[src/rtl/lci_pkg.sv]
// Package for the level crossing interpolator.
// Holds the sequencer state type and the multiplier chunk width; no dependencies.
package lci_pkg;

    localparam int MUL_CHUNK = 16;

    typedef enum logic [2:0] {
        S_IDLE,
        S_PREP,
        S_MUL,
        S_DIV,
        S_DONE
    } t_state;

endpackage

[src/rtl/level_crossing_interpolator_core.sv]
// Level crossing interpolator: top level with sequencer and shared multiply/divide datapath.
// Depends on lci_pkg.
//
// Takes curve points (position, value) in signed Q16.16 and keeps the previous point. When the
// two values lie on opposite sides of the crossing level (strict less-than), the block returns
// x0 + (x1 - x0) * (level - y0) / (y1 - y0), with the quotient truncated toward zero. Set
// first_point to start a new curve. A first point, or a point with no predecessor, is only
// stored as the previous point; any other point that gives no crossing returns to idle after
// the difference step. A point that crosses goes through the accept, the difference step, the
// product built 16 multiplier bits a cycle, the restoring divider settling one quotient bit a
// cycle, and the sum step. The input is stalled after the accept until the block is idle
// again. A finished result waits in an output register, so the next point is taken while it
// waits; if that register still holds an unaccepted beat, the sum step holds until it drains.
// Write crossing_level only while the block is idle.
module level_crossing_interpolator_core
    import lci_pkg::*;
#(
    parameter int DATA_WIDTH = 32
) (
    input  logic                  i_clk,
    input  logic                  i_rst_n,
    input  logic                  i_cfg_valid,
    output logic                  o_cfg_ready,
    input  logic [DATA_WIDTH-1:0] i_cfg_crossing_level,
    input  logic                  i_in_valid,
    output logic                  o_in_stall,
    input  logic [DATA_WIDTH-1:0] i_x_position,
    input  logic [DATA_WIDTH-1:0] i_y_value,
    input  logic                  i_first_point,
    output logic                  o_out_valid,
    input  logic                  i_out_stall,
    output logic [DATA_WIDTH-1:0] o_crossing_x
);

    localparam int W         = DATA_WIDTH;
    localparam int MUL_STEPS = (W + MUL_CHUNK - 1) / MUL_CHUNK;
    localparam int CW        = MUL_STEPS * MUL_CHUNK;
    localparam int AW        = W + CW;
    localparam int CNTW      = $clog2(W);

    t_state          r_state, n_state;
    logic [W-1:0]    r_level, n_level;
    logic [W-1:0]    r_prev_x, n_prev_x;
    logic [W-1:0]    r_prev_y, n_prev_y;
    logic            r_have_prev, n_have_prev;
    logic [W-1:0]    r_x1, n_x1;
    logic [W-1:0]    r_y1, n_y1;
    logic [W-1:0]    r_x0, n_x0;
    logic [W-1:0]    r_mdx, n_mdx;
    logic [W-1:0]    r_mden, n_mden;
    logic [CW-1:0]   r_mnum_sh, n_mnum_sh;
    logic [AW-1:0]   r_acc, n_acc;
    logic            r_neg, n_neg;
    logic [CNTW-1:0] r_cnt, n_cnt;
    logic            r_out_valid, n_out_valid;
    logic [W-1:0]    r_out_x, n_out_x;

    logic [W:0]           d_dx, d_num, d_den;
    logic [W-1:0]         mdx, mnum, mden;
    logic                 crossing;
    logic [W+MUL_CHUNK-1:0] pp;
    logic [AW-1:0]        mul_next;
    logic [W:0]           div_t, div_r;
    logic                 div_ge;
    logic [W-1:0]         rem_new;
    logic [AW-1:0]        div_next;
    logic [W-1:0]         quot;
    logic [W-1:0]         result;

    // differences of the previous and the current point
    assign d_dx  = {r_x1[W-1], r_x1} - {r_prev_x[W-1], r_prev_x};
    assign d_num = {r_level[W-1], r_level} - {r_prev_y[W-1], r_prev_y};
    assign d_den = {r_y1[W-1], r_y1} - {r_prev_y[W-1], r_prev_y};
    assign mdx   = d_dx[W]  ? (~d_dx[W-1:0] + 1'b1)  : d_dx[W-1:0];
    assign mnum  = d_num[W] ? (~d_num[W-1:0] + 1'b1) : d_num[W-1:0];
    assign mden  = d_den[W] ? (~d_den[W-1:0] + 1'b1) : d_den[W-1:0];
    assign crossing = ($signed(r_prev_y) < $signed(r_level))
                   != ($signed(r_y1) < $signed(r_level));

    // shared multiplier step: one chunk of the numerator a cycle
    assign pp       = r_mdx * r_mnum_sh[CW-1 -: MUL_CHUNK];
    assign mul_next = {r_acc[AW-MUL_CHUNK-1:0], {MUL_CHUNK{1'b0}}} + AW'(pp);

    // restoring divider step on the product held in the accumulator
    assign div_t    = {r_acc[2*W-1:W], r_acc[W-1]};
    assign div_r    = div_t - {1'b0, r_mden};
    assign div_ge   = div_t >= {1'b0, r_mden};
    assign rem_new  = div_ge ? div_r[W-1:0] : div_t[W-1:0];
    assign div_next = AW'({rem_new, r_acc[W-2:0], div_ge});

    assign quot   = r_acc[W-1:0];
    assign result = r_neg ? (r_x0 - quot) : (r_x0 + quot);

    always_comb begin
        n_state     = r_state;
        n_level     = r_level;
        n_prev_x    = r_prev_x;
        n_prev_y    = r_prev_y;
        n_have_prev = r_have_prev;
        n_x1        = r_x1;
        n_y1        = r_y1;
        n_x0        = r_x0;
        n_mdx       = r_mdx;
        n_mden      = r_mden;
        n_mnum_sh   = r_mnum_sh;
        n_acc       = r_acc;
        n_neg       = r_neg;
        n_cnt       = r_cnt;
        n_out_valid = r_out_valid;
        n_out_x     = r_out_x;

        if (i_cfg_valid) begin
            n_level = i_cfg_crossing_level;
        end
        if (r_out_valid && !i_out_stall) begin
            n_out_valid = 1'b0;
        end

        case (r_state)
            S_IDLE: begin
                if (i_in_valid) begin
                    n_x1 = i_x_position;
                    n_y1 = i_y_value;
                    if (!i_first_point && r_have_prev) begin
                        n_state = S_PREP;
                    end else begin
                        n_prev_x    = i_x_position;
                        n_prev_y    = i_y_value;
                        n_have_prev = 1'b1;
                    end
                end
            end
            S_PREP: begin
                n_prev_x    = r_x1;
                n_prev_y    = r_y1;
                n_have_prev = 1'b1;
                n_x0        = r_prev_x;
                n_mdx       = mdx;
                n_mden      = mden;
                n_mnum_sh   = CW'(mnum);
                n_acc       = '0;
                n_neg       = (mnum != '0) && (d_dx[W] ^ d_num[W] ^ d_den[W]);
                n_cnt       = CNTW'(MUL_STEPS - 1);
                if (crossing && (mden != '0)) begin
                    n_state = S_MUL;
                end else begin
                    n_state = S_IDLE;
                end
            end
            S_MUL: begin
                n_acc     = mul_next;
                n_mnum_sh = r_mnum_sh << MUL_CHUNK;
                if (r_cnt == '0) begin
                    n_cnt   = CNTW'(W - 1);
                    n_state = S_DIV;
                end else begin
                    n_cnt = r_cnt - 1'b1;
                end
            end
            S_DIV: begin
                n_acc = div_next;
                if (r_cnt == '0) begin
                    n_state = S_DONE;
                end else begin
                    n_cnt = r_cnt - 1'b1;
                end
            end
            S_DONE: begin
                if (!r_out_valid || !i_out_stall) begin
                    n_out_valid = 1'b1;
                    n_out_x     = result;
                    n_state     = S_IDLE;
                end
            end
            default: begin
                n_state = S_IDLE;
            end
        endcase
    end

    always_ff @(posedge i_clk) begin
        if (!i_rst_n) begin
            r_state     <= S_IDLE;
            r_level     <= '0;
            r_prev_x    <= '0;
            r_prev_y    <= '0;
            r_have_prev <= 1'b0;
            r_out_valid <= 1'b0;
        end else begin
            r_state     <= n_state;
            r_level     <= n_level;
            r_prev_x    <= n_prev_x;
            r_prev_y    <= n_prev_y;
            r_have_prev <= n_have_prev;
            r_out_valid <= n_out_valid;
        end
    end

    always_ff @(posedge i_clk) begin
        r_x1      <= n_x1;
        r_y1      <= n_y1;
        r_x0      <= n_x0;
        r_mdx     <= n_mdx;
        r_mden    <= n_mden;
        r_mnum_sh <= n_mnum_sh;
        r_acc     <= n_acc;
        r_neg     <= n_neg;
        r_cnt     <= n_cnt;
        r_out_x   <= n_out_x;
    end

    assign o_cfg_ready  = 1'b1;
    assign o_in_stall   = (r_state != S_IDLE);
    assign o_out_valid  = r_out_valid;
    assign o_crossing_x = r_out_x;

    a_first_point_no_work: assert property (@(posedge i_clk) disable iff (!i_rst_n)
        (i_in_valid && !o_in_stall && i_first_point) |=> (r_state == S_IDLE))
        else $error("first point started a computation");

    a_div_remainder_bound: assert property (@(posedge i_clk) disable iff (!i_rst_n)
        (r_state == S_DIV) |-> (r_acc[2*W-1:W] < r_mden))
        else $error("divider remainder not below divisor");

    a_div_ends_in_done: assert property (@(posedge i_clk) disable iff (!i_rst_n)
        (r_state == S_DIV && r_cnt == '0) |=> (r_state == S_DONE))
        else $error("divider did not finish on count");

    a_result_from_done: assert property (@(posedge i_clk) disable iff (!i_rst_n)
        $rose(o_out_valid) |-> ($past(r_state) == S_DONE))
        else $error("result beat not loaded from done state");

endmodule
[config.mk]
export PLATFORM = sky130hd
export DESIGN_NAME = level_crossing_interpolator_core
export DESIGN_NICKNAME = d
export VERILOG_FILES = /design/src/rtl/lci_pkg.sv /design/src/rtl/level_crossing_interpolator_core.sv
export SDC_FILE = /design/constraint.sdc
export NUM_CORES = 2
export LEC_CHECK = 0
export BUFFER_PORTS_ARGS = -buffer_cell sky130_fd_sc_hd__clkbuf_2
export CAP_MARGIN = 20
export CORE_MARGIN = 2
export CORE_UTILIZATION = 59
export CTS_BUF_LIST = sky130_fd_sc_hd__clkbuf_8 sky130_fd_sc_hd__clkbuf_16
export CTS_CLUSTER_DIAMETER = 120
export DETAILED_ROUTE_END_ITERATION = 8
export HOLD_SLACK_MARGIN = 0.12
export PLACE_DENSITY = 0.89
export SETUP_SLACK_MARGIN = 0.05
export SLEW_MARGIN = 20
export SYNTH_ARGS = -nofsm -noshare
export SYNTH_HDL_FRONTEND = slang
export SYNTH_SLANG_ARGS = --single-unit
[constraint.sdc]
create_clock -name i_clk -period 6.61 [get_ports i_clk]
set_input_delay 0.661 -clock i_clk [delete_from_list [all_inputs] [get_ports i_clk]]
set_output_delay 0.661 -clock i_clk [all_outputs]
set_load 0.005 [all_outputs]
=== Word-level counts from Yosys, hierarchy flattened ===
Index checks and enable logic that the tools add are counted.

* Register bits: 395
* Output and inout bits: 35
* Logic and storage cells: 98

* Add/subtract/negate cells: 11
* Multiply operators: 1
* Magnitude comparators: 3
* Eq/ne operators: 12
* Mux-type cells: 29
* Bitwise gates (word level): 5
* Reduce and logical (&&, ||, !) cells: 21

{| class="wikitable"
|+ Operators with widths
! kind !! number
|-
| 2-to-1 mux 32 bit || 9
|-
| one-hot mux 32 bit (2 select lines) || 3
|-
| one-hot mux 64 bit (3 select lines) || 1
|-
| subtractor 32 x 32 -> 33 bit || 3
|-
| adder 32 x 1 -> 32 bit, second input constant || 3
|-
| NOT 32 bit || 3
|-
| adder 64 x 48 -> 64 bit || 1
|-
| less-than comparator 32 bit || 2
|-
| nonzero test 32 bit || 2
|-
| subtractor 32 bit || 2
|-
| multiplier 32 x 16 -> 48 bit || 1
|-
| >= comparator 33 x 32 -> 1 bit || 1
|-
| adder 32 bit || 1
|-
| 2-to-1 mux 3 bit || 5
|-
| one-hot mux 3 bit (5 select lines) || 1
|-
| one-hot mux 5 bit (3 select lines) || 1
|-
| != test 2 bit, second input constant || 7
|-
| 2-to-1 mux 5 bit || 2
|-
| == test 3 x 2 -> 1 bit, second input constant || 2
|-
| AND reduction 2 bit || 3
|-
| nonzero test 3 bit || 2
|-
| logical NOT 5 bit || 1
|-
| 2-to-1 mux 1 bit || 5
|-
| AND reduction 5 bit || 1
|-
| 13 further kinds || 20
|}

=== Depth between registers and ports, before layout ===
* Depth after elaboration: 8
* Mapped depth: 28

=== Worst setup path before layout ===
Ideal clock, no wire load.

* Path type: register to register
* Start point: register r_mdx[22]
* End point: register r_acc[42] (data pin)
* Arrival: 6.412 ns
* Required time: 6.336 ns
* Slack: -0.076 ns
* Cell stages (with the launch flop): 27
* Buffers on the path: 2
* Period minus slack after synthesis: 6.686 ns
* Cell sequence: edfxtp_1 -> clkbuf_1 -> nand2_1 -> fa_1 -> fa_1 -> fa_1 -> inv_1 -> fa_1 -> fa_1 -> inv_1 -> fa_1 -> inv_1 -> ha_1 -> clkbuf_1 -> a21o_1 -> a21o_1 -> a21oi_1 -> o211ai_1 -> nor3_1 -> o21ai_0 -> a31o_2 -> a31o_2 -> o21ai_0 -> nand2b_1 -> a31oi_1 -> xor2_1 -> a211oi_1

* Word-level cells in the longest chain between the ends: 3

{| class="wikitable"
|+ RTL lines
! what !! RTL line !! RTL
|-
| start, declared || level_crossing_interpolator_core.sv:49 || <nowiki>logic [W-1:0] r_mdx, n_mdx;</nowiki>
|-
| start signal, assigned || level_crossing_interpolator_core.sv:203 || <nowiki>r_mdx <= n_mdx;</nowiki>
|-
| multiplier 32 x 16 -> 48 bit || level_crossing_interpolator_core.sv:81 || <nowiki>assign pp = r_mdx * r_mnum_sh[CW-1 -: MUL_CHUNK];</nowiki>
|-
| adder 64 x 48 -> 64 bit || level_crossing_interpolator_core.sv:82 || <nowiki>assign mul_next = {r_acc[AW-MUL_CHUNK-1:0], {MUL_CHUNK{1'b0}}} + AW'(pp);</nowiki>
|-
| one-hot mux 64 bit (3 select lines) || level_crossing_interpolator_core.sv:119 || <nowiki>case (r_state)</nowiki>
|-
| net n_acc[42] || level_crossing_interpolator_core.sv:52 || <nowiki>logic [AW-1:0] r_acc, n_acc;</nowiki>
|-
| end signal, assigned || level_crossing_interpolator_core.sv:206 || <nowiki>r_acc <= n_acc;</nowiki>
|-
| end, declared || level_crossing_interpolator_core.sv:52 ||
|}

The timed path passes the listed nets, and every way through them passes these cells.
A chain may end at the register's enable or synchronous reset.

=== Final worst setup path ===
* Start point: register r_mnum_sh[20]
* End point: register r_acc[56] (data pin)

* Word-level cells in the longest chain between the ends: 3

{| class="wikitable"
|+ RTL lines
! what !! RTL line !! RTL
|-
| start, declared || level_crossing_interpolator_core.sv:51 || <nowiki>logic [CW-1:0] r_mnum_sh, n_mnum_sh;</nowiki>
|-
| start signal, assigned || level_crossing_interpolator_core.sv:205 || <nowiki>r_mnum_sh <= n_mnum_sh;</nowiki>
|-
| multiplier 32 x 16 -> 48 bit || level_crossing_interpolator_core.sv:81 ||
|-
| adder 64 x 48 -> 64 bit || level_crossing_interpolator_core.sv:82 ||
|-
| one-hot mux 64 bit (3 select lines) || level_crossing_interpolator_core.sv:119 ||
|-
| net n_acc[56] || level_crossing_interpolator_core.sv:52 ||
|}

The timed path passes the listed nets, and every way through them passes these cells.

==> results.ini <==
[run_status]
status = finished, violations left
violations = setup timing

[placement]
dp_cells = 6169
place.gp.congestion = 1.03
dp_slack_ns = -0.492
io_buffers = 135
dp_hpwl_um = 106000

[grt]
grt_max_degree = 75
antenna_found_initial = 7
grt_pass1_vias = 39500
grt.total_usage_pct = 34.8
overflow = 0
grt_pass1_wl_um = 214000

[sta]
setup_slack_ns = -0.715
max-slew-margin-rel_pct = 28.9
finalHoldViolations = 0
worstMarginPinSlew_ns = 1.06
tns_ns = -14.38
period_share_pct = 111
grt_setup_unrepaired = true
fmax_mhz = 137
drv_slew = 0
fin_crit_ns = 7.32
setup_viol = 37
finClkSkew_ns = 0.0401

[yosys]
synth_cell_types = 103
syn_avg_cell_area_um2 = 8.98
ys_seq_area_share_pct = 24.1
netlist_instances = 5011
yosys.area_share.simple_pct = 16.0
synthArstFlopShare_pct = 0
muxShareOfSynthArea_pct = 2.68
synth-compound-area-share_pct = 13.7
yosys_warnings = 0
synth-xor-area-share_pct = 5.85
synth_fp_nets = 5899
synth_fa_ha_area_share_pct = 29.4
synthFlopType = edfxtp_1
syn_area_um2 = 45000
synth_edf_count = 294
synth_top_family_by_area = adder cells
synth_seq_cells = 395

[setup_path]
max_stage_delay_ns = 0.56
worst_setup_path_start_kind = register
slowest_stage = fa_1
crit_type = reg -> reg
critPathArrivalTime_ns = 7.64
crit_fanout = 5
critPathRequiredTime_ns = 6.93
cpMostUsedCell = fa_1
cp-end-kind = register

[detailed_routing]
wl_per_cell_um = 22.1
drc = 0
antenna_left = 0
drt_first_pass_iters = 8
vias_per_cell = 6.19
first_iter_violations = 4240
drt_wl_total_um = 139000
vias = 39000

[clock_tree]
clockBufferDepth = 3
clk_pin_slew_ns = 0.06
clock_latency_ns = 0.62
clkSinkCount = 395
cts_root_buffer = clkbuf_16
numCtsBuffers = 47
htree_levels = 2
cts_tree = built

[die]
io_pins = 137
start_util_pct = 59.5
die_x_um = 280
die_area_um2 = 78500
die_y_um = 280
fp.coreArea_um2 = 75700
rows = 101

[final_layout]
area_growth_pct = 13.5
drive_gt1_share_pct = 13.2
layout_common_cells = 778 x inv_1, 511 x nand2_1, 439 x fa_1
nFillCells = 5190
final_common_cell = inv_1
final_cell_count_no_fill = 6303
final_util_pct = 67.5
num-nets-final = 6170

[hold_path]
hold_path_class = in -> reg

[job]
drv_cap = 0

## registers in the layout (all words and copies together), names as in the netlist
signal,cells
r_acc,64
o_crossing_x,32
r_level,32
r_mden,32
r_mdx,32
r_mnum_sh,32
r_prev_x,32
r_prev_y,32
r_x0,32
r_x1,32
r_y1,32
r_cnt,5
r_state,3
o_out_valid,1
r_have_prev,1
r_neg,1
## through the flow
stage / cell area (um^2) / hold slack, ns
6_report: 51100 / 0.245
3_5_place_dp: 48300 / 0.442
2_1_floorplan: 45000 / 0.431
4_1_cts: 50500 / 0.230
5_1_grt: 51100 / 0.235
3_3_place_gp: 48300 / 0.436
## logic make-up after synthesis
kind of cell | count (synthesis)
AOI/OAI and AO/OA | 928
xor gates and xnor gates | 299
adders and majority gates | 786
buffers and inverters | 986
DFF | 395
muxes | 120
other | 1
and+or+nand+nor | 1496
## per-layer routing
layer | GRT usage [%] | vias up | share of wire [%]
met5 | 0 | - | 0.029
met4 | 19.7 | 4 | 7.1
met3 | 7.42 | 606 | 10
met2 | 57.6 | 2461 | 46
met1 | 42.4 | 18700 | 36
li1 | - | 17300 | -
## cells in the mapped netlist, drive strengths merged (22+ instances only)
cell type    n  area share (%)
inv        783             6.5
nand2      522             4.4
fa         455              20
nor2       349             2.9
ha         331             9.2
edfxtp     294              20
a21oi      253             2.8
and2       231             3.2
xnor2      195             3.8
clkbuf     181             1.5
o21ai      154             1.7
a21o       121             2.0
mux2i      116             2.6
a211oi     112             1.9
xor2       104             2.0
dfxtp      101             4.5
nor3        68            0.77
nand3       66            0.73
nand2b      46            0.64
a31oi       42            0.58
and3        35            0.50
nand4       35            0.49
o21a        31            0.52
nor2b       29            0.40
or3         24            0.34
o211ai      22            0.37
## what timing repair did
item / in CTS / in global routing
endpoints found under the setup margin: 34 / 45
buffers inserted: 20 / 23
cloned: 2 / 0
gates resized for setup: 107 / 93
pin swaps: 69 / 93
hold buffers: 0 / 0
## worst paths after layout
| path | from | endpoint | slack (ns) | depth (start not counted) |
|---|---|---|---|---|
| worst max-delay path | r_mnum_sh[20] | r_acc[56] | -0.71 | 28 |
| worst min-delay path | i_y_value[12] | r_y1[12] | 0.25 | 1 |
| worst max register to register | r_mnum_sh[20] | r_acc[56] | -0.71 | 28 |
| worst min register to register | r_prev_x[21] | r_x0[21] | 0.46 | 0 |
## worst max-delay path: cells and delay by family (launching register included)
kind / cells / cell delay [ns]
adders and majority gates: 7 / 3.37
AOI/OAI and AO/OA: 9 / 1.73
and+or+nand+nor: 4 / 0.72
buffers and inverters: 7 / 0.66
DFF: 1 / 0.38
xor gates and xnor gates: 1 / 0.15
## layout make-up
cell class,count,area (um^2),share of cell area (%)
sequential,395,10900,21.2
clock inverter,34,267,0.522
inverter,784,2940,5.76
clock buffer,54,1280,2.51
antenna,4,10.0,0.0196
timing repair buffer,424,3180,6.22
multi-input combinational,3630,31300,61.3
tap,978,1220,2.40
Power is left out: the tool's default activity adds up to more than one toggle a clock period on the data nets, which glitch-free logic cannot reach.
